$ cat src/rtl/delimited_decimal_command_parser_macros.svh
// assertion macros for the delimited decimal command parser
`ifndef DELIMITED_DECIMAL_COMMAND_PARSER_MACROS_SVH
`define DELIMITED_DECIMAL_COMMAND_PARSER_MACROS_SVH

// condition must hold at every clock edge out of reset
`define DCP_ASSERT_ALWAYS(name, cond, msg) \
  name: assert property (@(posedge clk_i) disable iff (!rst_ni) (cond)) else $error(msg);

// implication property checked at every clock edge out of reset
`define DCP_ASSERT_PROP(name, prop, msg) \
  name: assert property (@(posedge clk_i) disable iff (!rst_ni) prop) else $error(msg);

`endif

$ cat src/rtl/dcp_pkg.sv
// shared types and constants for the delimited decimal command parser
package dcp_pkg;

  localparam int ARG_CAP     = 8;
  localparam int FIELD_CHARS = 9;
  localparam int STORE_DEPTH = ARG_CAP + 2;
  localparam int FN_W        = $clog2(STORE_DEPTH + 1);
  localparam int CC_W        = $clog2(FIELD_CHARS + 1);
  localparam int VAL_W       = 16;
  localparam int CNT_W       = 4;
  localparam int ARG_SLOTS   = 8;
  localparam int ARG_LSB     = 2 * VAL_W + CNT_W;
  localparam int DROP_BIT    = ARG_LSB + ARG_SLOTS * VAL_W;
  localparam int OUT_W       = ((DROP_BIT + 1 + 7) / 8) * 8;

  localparam logic [7:0] NEWLINE_BYTE = 8'h0A;
  localparam logic [7:0] SEP_RESET    = 8'd58;

  // register indexes on the configuration port
  localparam logic REG_SEPARATOR = 1'b0;

  typedef enum logic [2:0] {
    TOK_NEWLINE,
    TOK_SEP,
    TOK_DIGIT,
    TOK_SPACE,
    TOK_PLUS,
    TOK_MINUS,
    TOK_OTHER
  } tok_kind_e;

  typedef struct packed {
    tok_kind_e  kind;
    logic [3:0] digit;
  } token_t;

  typedef struct packed {
    logic full;
    logic empty;
  } q_stat_t;

endpackage

$ cat src/rtl/delimited_decimal_command_parser.sv
// top level of the delimited decimal command parser
// Takes one received character per word and splits each newline-ended frame
// into fields at the configurable separator (reset value ':', register 0 at
// byte address 0). Each field converts like atoi: leading whitespace skipped,
// an optional sign, then digits up to the first non-digit, wrapping to 16
// bits; only the first nine characters of a field count. At the newline one
// result word carries uid, command, argument count, eight argument slots
// (zero when absent) and a flag for fields beyond the ten-entry store. The
// front end classifies bytes and feeds a two-entry token queue; the back end
// retires one token per cycle, unless a newline is held, through a single
// multiply-by-ten-and-add step, so the block sustains one byte per clock while
// no newline is held. A newline waits only while the result register is full
// and not being taken. A newline byte passes the token queue, then the result register.
`include "delimited_decimal_command_parser_macros.svh"

module delimited_decimal_command_parser (
  input  logic                       clk_i,
  input  logic                       rst_ni,
  // configuration port
  input  logic                       psel,
  input  logic                       penable,
  input  logic                       pwrite,
  input  logic [2:0]                 paddr,
  input  logic [31:0]                pwdata,
  output logic [31:0]                prdata,
  output logic                       pready,
  // received character stream
  input  logic                       s_axis_tvalid,
  output logic                       s_axis_tready,
  input  logic [7:0]                 s_axis_tdata,   // [7:0] data_byte
  // parsed frame stream
  output logic                       m_axis_tvalid,
  input  logic                       m_axis_tready,
  // [15:0] uid, [31:16] command, [35:32] arg_count, [51:36] arg_0,
  // [67:52] arg_1, [83:68] arg_2, [99:84] arg_3, [115:100] arg_4,
  // [131:116] arg_5, [147:132] arg_6, [163:148] arg_7, [164] fields_dropped,
  // [167:165] zero
  output logic [dcp_pkg::OUT_W-1:0]  m_axis_tdata
);
  import dcp_pkg::*;

  logic [7:0] sep_q;
  logic       push;
  logic       pop;
  logic       q_valid;
  token_t     tok_in;
  token_t     tok_out;
  q_stat_t    q_stat;

  // register file: only the separator
  assign pready = 1'b1;
  assign prdata = (paddr[2] == REG_SEPARATOR) ? {24'd0, sep_q} : 32'd0;

  always_ff @(posedge clk_i or negedge rst_ni) begin
    if (!rst_ni) begin
      sep_q <= SEP_RESET;
    end else if (psel && penable && pwrite && pready && (paddr[2] == REG_SEPARATOR)) begin
      sep_q <= pwdata[7:0];
    end
  end

  // byte classification
  dcp_front u_front (
    .s_axis_tvalid (s_axis_tvalid),
    .s_axis_tready (s_axis_tready),
    .s_axis_tdata  (s_axis_tdata),
    .separator_i   (sep_q),
    .q_stat_i      (q_stat),
    .push_o        (push),
    .token_o       (tok_in)
  );

  // decouples classification from conversion
  dcp_queue u_queue (
    .clk_i   (clk_i),
    .rst_ni  (rst_ni),
    .push_i  (push),
    .token_i (tok_in),
    .pop_i   (pop),
    .valid_o (q_valid),
    .token_o (tok_out),
    .stat_o  (q_stat)
  );

  // conversion, field store and result register
  dcp_back u_back (
    .clk_i         (clk_i),
    .rst_ni        (rst_ni),
    .q_valid_i     (q_valid),
    .token_i       (tok_out),
    .pop_o         (pop),
    .m_axis_tvalid (m_axis_tvalid),
    .m_axis_tready (m_axis_tready),
    .m_axis_tdata  (m_axis_tdata)
  );

  // a dropped field means the argument slots were all filled
  `DCP_ASSERT_PROP(a_drop_full, (m_axis_tvalid && m_axis_tdata[DROP_BIT] |-> m_axis_tdata[ARG_LSB-1:2*VAL_W] == CNT_W'(ARG_CAP)), "dropped fields without full argument count")

  // argument count never exceeds the slot count
  `DCP_ASSERT_ALWAYS(a_count_range, (!m_axis_tvalid || (m_axis_tdata[ARG_LSB-1:2*VAL_W] <= CNT_W'(ARG_CAP))), "argument count out of range")

  // an accepted byte leaves the queue non-empty on the next cycle
  `DCP_ASSERT_PROP(a_queue_holds, (s_axis_tvalid && s_axis_tready |=> !q_stat.empty), "accepted byte lost in token queue")

  // the back end only pops from a non-empty queue
  `DCP_ASSERT_PROP(a_pop_nonempty, (pop |-> !q_stat.empty), "pop from empty token queue")

endmodule

$ cat src/rtl/dcp_front.sv
// front end: takes received bytes and classifies them into tokens
module dcp_front (
  input  logic              s_axis_tvalid,
  output logic              s_axis_tready,
  input  logic [7:0]        s_axis_tdata,   // [7:0] data_byte
  input  logic [7:0]        separator_i,
  input  dcp_pkg::q_stat_t  q_stat_i,
  output logic              push_o,
  output dcp_pkg::token_t   token_o
);
  import dcp_pkg::*;

  assign s_axis_tready = !q_stat_i.full;
  assign push_o        = s_axis_tvalid && !q_stat_i.full;

  always_comb begin
    token_o.digit = s_axis_tdata[3:0];
    // newline wins over the separator, the separator over any character class
    if (s_axis_tdata == NEWLINE_BYTE) begin
      token_o.kind = TOK_NEWLINE;
    end else if (s_axis_tdata == separator_i) begin
      token_o.kind = TOK_SEP;
    end else if (s_axis_tdata inside {[8'h30:8'h39]}) begin
      token_o.kind = TOK_DIGIT;
    end else if (s_axis_tdata inside {8'h20, 8'h09, 8'h0B, 8'h0C, 8'h0D}) begin
      token_o.kind = TOK_SPACE;
    end else if (s_axis_tdata == 8'h2B) begin
      token_o.kind = TOK_PLUS;
    end else if (s_axis_tdata == 8'h2D) begin
      token_o.kind = TOK_MINUS;
    end else begin
      token_o.kind = TOK_OTHER;
    end
  end

endmodule

$ cat src/rtl/dcp_queue.sv
// two-entry token queue between front and back end
module dcp_queue (
  input  logic              clk_i,
  input  logic              rst_ni,
  input  logic              push_i,
  input  dcp_pkg::token_t   token_i,
  input  logic              pop_i,
  output logic              valid_o,
  output dcp_pkg::token_t   token_o,
  output dcp_pkg::q_stat_t  stat_o
);
  import dcp_pkg::*;

  token_t     entry_q [2];
  logic       wr_ptr_q, rd_ptr_q;
  logic [1:0] count_q;

  assign valid_o      = (count_q != 2'd0);
  assign token_o      = entry_q[rd_ptr_q];
  assign stat_o.full  = (count_q == 2'd2);
  assign stat_o.empty = (count_q == 2'd0);

  always_ff @(posedge clk_i) begin
    if (push_i) begin
      entry_q[wr_ptr_q] <= token_i;
    end
  end

  always_ff @(posedge clk_i or negedge rst_ni) begin
    if (!rst_ni) begin
      wr_ptr_q <= 1'b0;
      rd_ptr_q <= 1'b0;
      count_q  <= 2'd0;
    end else begin
      if (push_i) begin
        wr_ptr_q <= !wr_ptr_q;
      end
      if (pop_i) begin
        rd_ptr_q <= !rd_ptr_q;
      end
      count_q <= count_q + {1'b0, push_i} - {1'b0, pop_i};
    end
  end

endmodule

$ cat src/rtl/dcp_back.sv
// back end: field conversion, field store and result word register
module dcp_back (
  input  logic                       clk_i,
  input  logic                       rst_ni,
  input  logic                       q_valid_i,
  input  dcp_pkg::token_t            token_i,
  output logic                       pop_o,
  output logic                       m_axis_tvalid,
  input  logic                       m_axis_tready,
  output logic [dcp_pkg::OUT_W-1:0]  m_axis_tdata
);
  import dcp_pkg::*;

  typedef enum logic [1:0] {
    PH_SKIP,
    PH_NUM,
    PH_DONE
  } phase_e;

  phase_e             phase_q;
  logic               neg_q;
  logic [VAL_W-1:0]   acc_q;
  logic [CC_W-1:0]    cc_q;
  logic [FN_W-1:0]    fn_q;
  logic               ovf_q;
  logic [VAL_W-1:0]   store_q [STORE_DEPTH];
  logic               m_valid_q;
  logic [OUT_W-1:0]   m_data_q;

  logic               out_free;
  logic               room;
  logic [VAL_W-1:0]   field_val;
  logic [VAL_W-1:0]   acc_next;
  logic [VAL_W-1:0]   ent [STORE_DEPTH];
  logic [FN_W-1:0]    total;
  logic [FN_W-1:0]    count;
  logic [OUT_W-1:0]   res;

  assign m_axis_tvalid = m_valid_q;
  assign m_axis_tdata  = m_data_q;

  assign out_free  = !m_valid_q || m_axis_tready;
  // a newline needs the result register, every other token goes straight in
  assign pop_o     = q_valid_i && ((token_i.kind != TOK_NEWLINE) || out_free);
  assign room      = (fn_q < FN_W'(STORE_DEPTH));
  assign field_val = neg_q ? (VAL_W'(0) - acc_q) : acc_q;
  // times ten as two shifts and an add, wrapping to 16 bits
  assign acc_next  = (acc_q << 3) + (acc_q << 1) + VAL_W'(token_i.digit);

  always_comb begin
    for (int i = 0; i < STORE_DEPTH; i++) begin
      ent[i] = (room && (fn_q == FN_W'(i))) ? field_val : store_q[i];
    end
    total = fn_q + FN_W'(room);
    count = (total > FN_W'(2)) ? (total - FN_W'(2)) : '0;
    if (count > FN_W'(ARG_CAP)) begin
      count = FN_W'(ARG_CAP);
    end
  end

  always_comb begin
    res                                = '0;
    res[VAL_W-1:0]                     = ent[0];
    res[2*VAL_W-1:VAL_W]               = ent[1];
    res[ARG_LSB-1:2*VAL_W]             = CNT_W'(count);
    res[DROP_BIT]                      = ovf_q || !room;
    for (int k = 0; k < ARG_SLOTS; k++) begin
      if (k < ARG_CAP) begin
        res[ARG_LSB + k*VAL_W +: VAL_W] = ent[(k < ARG_CAP) ? (2 + k) : 0];
      end
    end
  end

  always_ff @(posedge clk_i) begin
    if (pop_o && (token_i.kind == TOK_NEWLINE)) begin
      m_data_q <= res;
    end
  end

  always_ff @(posedge clk_i or negedge rst_ni) begin
    if (!rst_ni) begin
      phase_q   <= PH_SKIP;
      neg_q     <= 1'b0;
      acc_q     <= '0;
      cc_q      <= '0;
      fn_q      <= '0;
      ovf_q     <= 1'b0;
      m_valid_q <= 1'b0;
      for (int i = 0; i < STORE_DEPTH; i++) begin
        store_q[i] <= '0;
      end
    end else begin
      if (pop_o && (token_i.kind == TOK_NEWLINE)) begin
        m_valid_q <= 1'b1;
      end else if (m_axis_tready) begin
        m_valid_q <= 1'b0;
      end
      if (pop_o) begin
        case (token_i.kind)
          TOK_NEWLINE: begin
            fn_q      <= '0;
            ovf_q     <= 1'b0;
            phase_q   <= PH_SKIP;
            neg_q     <= 1'b0;
            acc_q     <= '0;
            cc_q      <= '0;
            for (int i = 0; i < STORE_DEPTH; i++) begin
              store_q[i] <= '0;
            end
          end
          TOK_SEP: begin
            if (room) begin
              for (int i = 0; i < STORE_DEPTH; i++) begin
                if (fn_q == FN_W'(i)) begin
                  store_q[i] <= field_val;
                end
              end
              fn_q <= fn_q + FN_W'(1);
            end else begin
              ovf_q <= 1'b1;
            end
            phase_q <= PH_SKIP;
            neg_q   <= 1'b0;
            acc_q   <= '0;
            cc_q    <= '0;
          end
          default: begin
            // characters past the field limit are ignored
            if (cc_q < CC_W'(FIELD_CHARS)) begin
              cc_q <= cc_q + CC_W'(1);
              if (phase_q != PH_DONE) begin
                case (token_i.kind)
                  TOK_DIGIT: begin
                    acc_q   <= acc_next;
                    phase_q <= PH_NUM;
                  end
                  TOK_SPACE: begin
                    if (phase_q != PH_SKIP) begin
                      phase_q <= PH_DONE;
                    end
                  end
                  TOK_PLUS, TOK_MINUS: begin
                    if (phase_q == PH_SKIP) begin
                      neg_q   <= (token_i.kind == TOK_MINUS);
                      phase_q <= PH_NUM;
                    end else begin
                      phase_q <= PH_DONE;
                    end
                  end
                  default: begin
                    phase_q <= PH_DONE;
                  end
                endcase
              end
            end
          end
        endcase
      end
    end
  end

endmodule
$ cat config.mk
export PLATFORM = sky130hd
export DESIGN_NAME = delimited_decimal_command_parser
export DESIGN_NICKNAME = d
export VERILOG_FILES = /design/src/rtl/dcp_pkg.sv /design/src/rtl/delimited_decimal_command_parser.sv /design/src/rtl/dcp_front.sv /design/src/rtl/dcp_queue.sv /design/src/rtl/dcp_back.sv
export VERILOG_INCLUDE_DIRS = /design/src /design/src/rtl
export SDC_FILE = /design/constraint.sdc
export NUM_CORES = 1
export LEC_CHECK = 0
export ABC_AREA = 1
export BUFFER_PORTS_ARGS = -buffer_cell sky130_fd_sc_hd__buf_2
export CORE_ASPECT_RATIO = 0.6
export CORE_UTILIZATION = 52
export CTS_BUF_LIST = sky130_fd_sc_hd__clkbuf_16
export CTS_CLUSTER_DIAMETER = 40
export CTS_CLUSTER_SIZE = 25
export DETAILED_ROUTE_END_ITERATION = 16
export GPL_TIMING_DRIVEN = 0
export PLACE_DENSITY = 0.76
export SETUP_SLACK_MARGIN = 0.3
export SLEW_MARGIN = 20
export SYNTH_ARGS = -nofsm -noshare
export SYNTH_HDL_FRONTEND = slang
export SYNTH_SLANG_ARGS = --single-unit
$ cat constraint.sdc
create_clock -name clk_i -period 9.21 [get_ports clk_i]
set_clock_uncertainty 0.1 [all_clocks]
set_input_delay 2.3025 -clock clk_i [delete_from_list [all_inputs] [get_ports clk_i]]
set_output_delay 2.3025 -clock clk_i [all_outputs]
set_load 0.005 [all_outputs]
==> results by group <==
Pwr
  – Combinational power share: 0.374
  – Power Density: 292 nW/µm²
  – Pint: 0.00356 W
  – Seq pwr share: 0.373
  – Psw: 0.00247 W
  – Leakage: 9.75 nW
  – Sw Share: 0.410
  – Total power: 0.00603 W
  – VDD IR max: 0.000170 V
  – Clock share of power: 0.253

Finish
  – Register area: 10400 µm²
  – Fraction of final layout cells sized beyond drive strength 1: 0.182
  – Area of the multi-input gates: 5970 µm²
  – Final nets: 2241
  – Area grow syn2layout: 17.4%
  – Ant. Diodes: 0
  – Fillers: 2641
  – Final std cells w/o fill: 2626
  – Final Cell Area: 20600 µm²

Detailed routing
  – Drt first-iter violations: 1794
  – Post-route ant nets: 0
  – Routed vias: 14295
  – Final wirelength: 47.3 mm
  – Number of remaining DRC errors: 0
  – DR pass1 iterations: 6
  – Wire length per cell: 18.0 µm
  – Vias per cell: 5.44

Place
  – GPL Wtd Cong: 0.932
  – PortBufs: 197
  – Placed cell area: 19400 µm²
  – Placed Cells: 2564
  – Hpwl dp: 33.8 mm

Logic synthesis
  – Yosys top cell by area: edfxtp_1
  – Number of distinct library cells after synthesis: 40
  – Mapped Cells: 1883
  – EDFF count, synth: 179
  – Sequential area share after synthesis: 0.592
  – Count of state elements after synthesis: 380
  – Synth area leaders: edfxtp_1 31%, dfrtp_1 28%, nand2_1 14%
  – Syn_area_per_cell: 9.34 µm²
  – Share of synthesized registers carrying an async set or reset: 0.529
  – Synthesized area: 17600 µm²
  – Most frequent cell after synthesis: nand2_1
  – Post-synth top area share: 0.306
  – Warnings, synthesis: 0
  – Ys flop type: dfrtp_1
  – Most frequent cells after synthesis: 640 x nand2_1, 197 x dfrtp_1, 179 x edfxtp_1

Clock tree
  – CTS tree: yes
  – Deepest clock path buffer count: 3
  – Post-CTS Resized: 0
  – Worst-Skew Late Latency: 0.54 ns
  – CTS hold repair buffers: 0
  – Root Buffer: clkbuf_16
  – Htree depth: 2
  – Post-CTS Setup Inserts: 0
  – Reg clk slew, reported paths: 0.07 ns
  – Sink Count: 380
  – Number of buffers created by CTS: 35

Die
  – Placeable Area: 32900 µm²
  – I/O pin cnt: 253
  – Starting Density: 0.535
  – Row count: 51
  – Die Ht: 144 µm
  – DIE WIDTH: 239 µm
  – Total die area: 34600 µm²

Setup path
  – Crit start category: input port
  – R2R Setup Slk: 5.91 ns
  – Critical Path AT: 2.85 ns
  – Crit Path Max Fanout: 9
  – Capturing point of the worst reg2reg path: u_back.acc_q[10]
  – CP endpoint kind: primary output
  – FF-to-FF path depth: 12
  – Setup Crit Path Kind: in2out
  – Crit path required time: 6.81 ns
  – Crit Reg-Reg Startpoint: u_back.acc_q[0]

STA
  – Maximum clock frequency: 190 MHz
  – Post-layout min period: 5.25 ns
  – Max-slew headroom: 0.396
  – Hold slack: 0.384 ns
  – Final Hold Viols: 0
  – RSZ-0062 raised after global routing: no
  – Fin crit share: 0.570
  – Max-slew violations: 0
  – Setup TNS: 0 ns
  – Setup violators final: 0
  – Worst-margin pin slew: 0.906 ns

Outcome
  – Status: complete, no violations

Min path
  – Hold path cells: 2
  – Min-Delay Path Class: reg2reg
  – Hold endpoint: u_back.store_q[109]
  – Min-Delay Startpoint: u_back.store_q[109]

Job
  – Max_cap viols: 0

Global route
  – Initial antenna violation count: 0
  – Largest net degree at the start of global routing: 95
  – Global-route wire length before repair: 72.3 mm
  – Vias in the first global route: 13077
  – Global Route Usage Sum: 0.276
  – GRT overflow: 0
-- sequential cells by signal, indices dropped and copies added, names as in the netlist, 2 cells and up --
register / flops
u_back.m_axis_tdata: 165
u_queue.count_q: 2
u_back.fn_q: 4
sep_q: 8
u_queue.entry_q: 14
u_back.phase_q: 2
u_back.cc_q: 4
u_back.acc_q: 16
u_back.store_q: 160
-- power groups by stage --
stage | clock, W | sequential, W | combinational, W
after floorplan | 0 | 0.00228 | 0.00136
after global placement | 0 | 0.00231 | 0.00209
after detailed placement | 0 | 0.00228 | 0.00219
after CTS | 0.00154 | 0.00225 | 0.00220
after global routing | 0.00161 | 0.00228 | 0.00246
final | 0.00152 | 0.00225 | 0.00225
-- critical path: stages --
cell	delay, ns
clkbuf_1	0.31
nor2_1	0.10
buf_2	0.14
-- worst max path at each step --
| stage | start | end | slack (ns) | cells after the start |
|---|---|---|---|---|
| 2_1_floorplan | m_axis_tready | u_back.ovf_q | 1.56 | 6 |
| 3_3_place_gp | m_axis_tready | u_back.ovf_q | -0.18 | 7 |
| 3_5_place_dp | paddr[2] | prdata[0] | 3.98 | 3 |
| 4_1_cts | paddr[2] | prdata[0] | 3.97 | 3 |
| 5_1_grt | paddr[2] | prdata[0] | 3.86 | 3 |
| 6_report | paddr[2] | prdata[0] | 3.96 | 3 |
-- cells by family after synthesis --
family / share of synthesized area
and+or+nand+nor: 0.218
DFF: 0.592
buffers and inverters: 0.0751
AOI/OAI and AO/OA: 0.0745
adders and majority gates: 0.0293
xor gates and xnor gates: 0.0105
other: 0.000427
muxes: 0.000569
-- metrics by stage --
step	setup slack, ns	utilization
2_1_floorplan	1.56	-
3_3_place_gp	-0.180	0.585
3_5_place_dp	3.98	0.592
4_1_cts	3.97	0.628
5_1_grt	3.86	0.628
6_report	3.96	0.628
-- cell usage in the layout, fill, tap and decap left out, types with 3 or more instances in the layout --
| master | count |
|---|---|
| nor3_1 | 10 |
| o22ai_1 | 24 |
| nand2_1 | 640 |
| clkbuf_16 | 35 |
| o21ai_1 | 41 |
| buf_4 | 45 |
| clkbuf_1 | 35 |
| nor2_2 | 5 |
| xnor2_1 | 6 |
| buf_16 | 3 |
| or2_2 | 5 |
| ha_1 | 38 |
| xor2_1 | 13 |
| dfstp_2 | 4 |
| dfrtp_1 | 197 |
| a21oi_1 | 22 |
| inv_1 | 141 |
| clkinv_8 | 4 |
| inv_8 | 6 |
| nand3_1 | 111 |
| buf_6 | 16 |
| nand4_1 | 21 |
| nor2_4 | 7 |
| edfxtp_1 | 179 |
| a31oi_1 | 18 |
| clkinv_4 | 4 |
| inv_2 | 9 |
| o21ai_0 | 140 |
| clkinvlp_4 | 5 |
| conb_1 | 28 |
| nand2_2 | 7 |
| inv_6 | 6 |
| buf_2 | 216 |
| nor2_1 | 108 |
| buf_12 | 5 |
-- routing by layer --
| metal | up-vias | global-route usage | wire length [µm] |
|---|---|---|---|
| met5 | - | 0 | 0 |
| met4 | 0 | 0.0857 | 1150 |
| met3 | 93 | 0.0617 | 5050 |
| met2 | 731 | 0.414 | 20600 |
| met1 | 6808 | 0.400 | 20600 |
| li1 | 6663 | - | - |
-- cell type report --
cell class,instances,area share
inverter,151,0.0277
clock inverter,27,0.0158
sequential,380,0.504
clock buffer,35,0.0424
timing repair buffer,205,0.0571
multi-input combinational,1262,0.289
tap,450,0.0273
buffer,116,0.0363
Note: power is estimated with default switching activity, not from simulation.
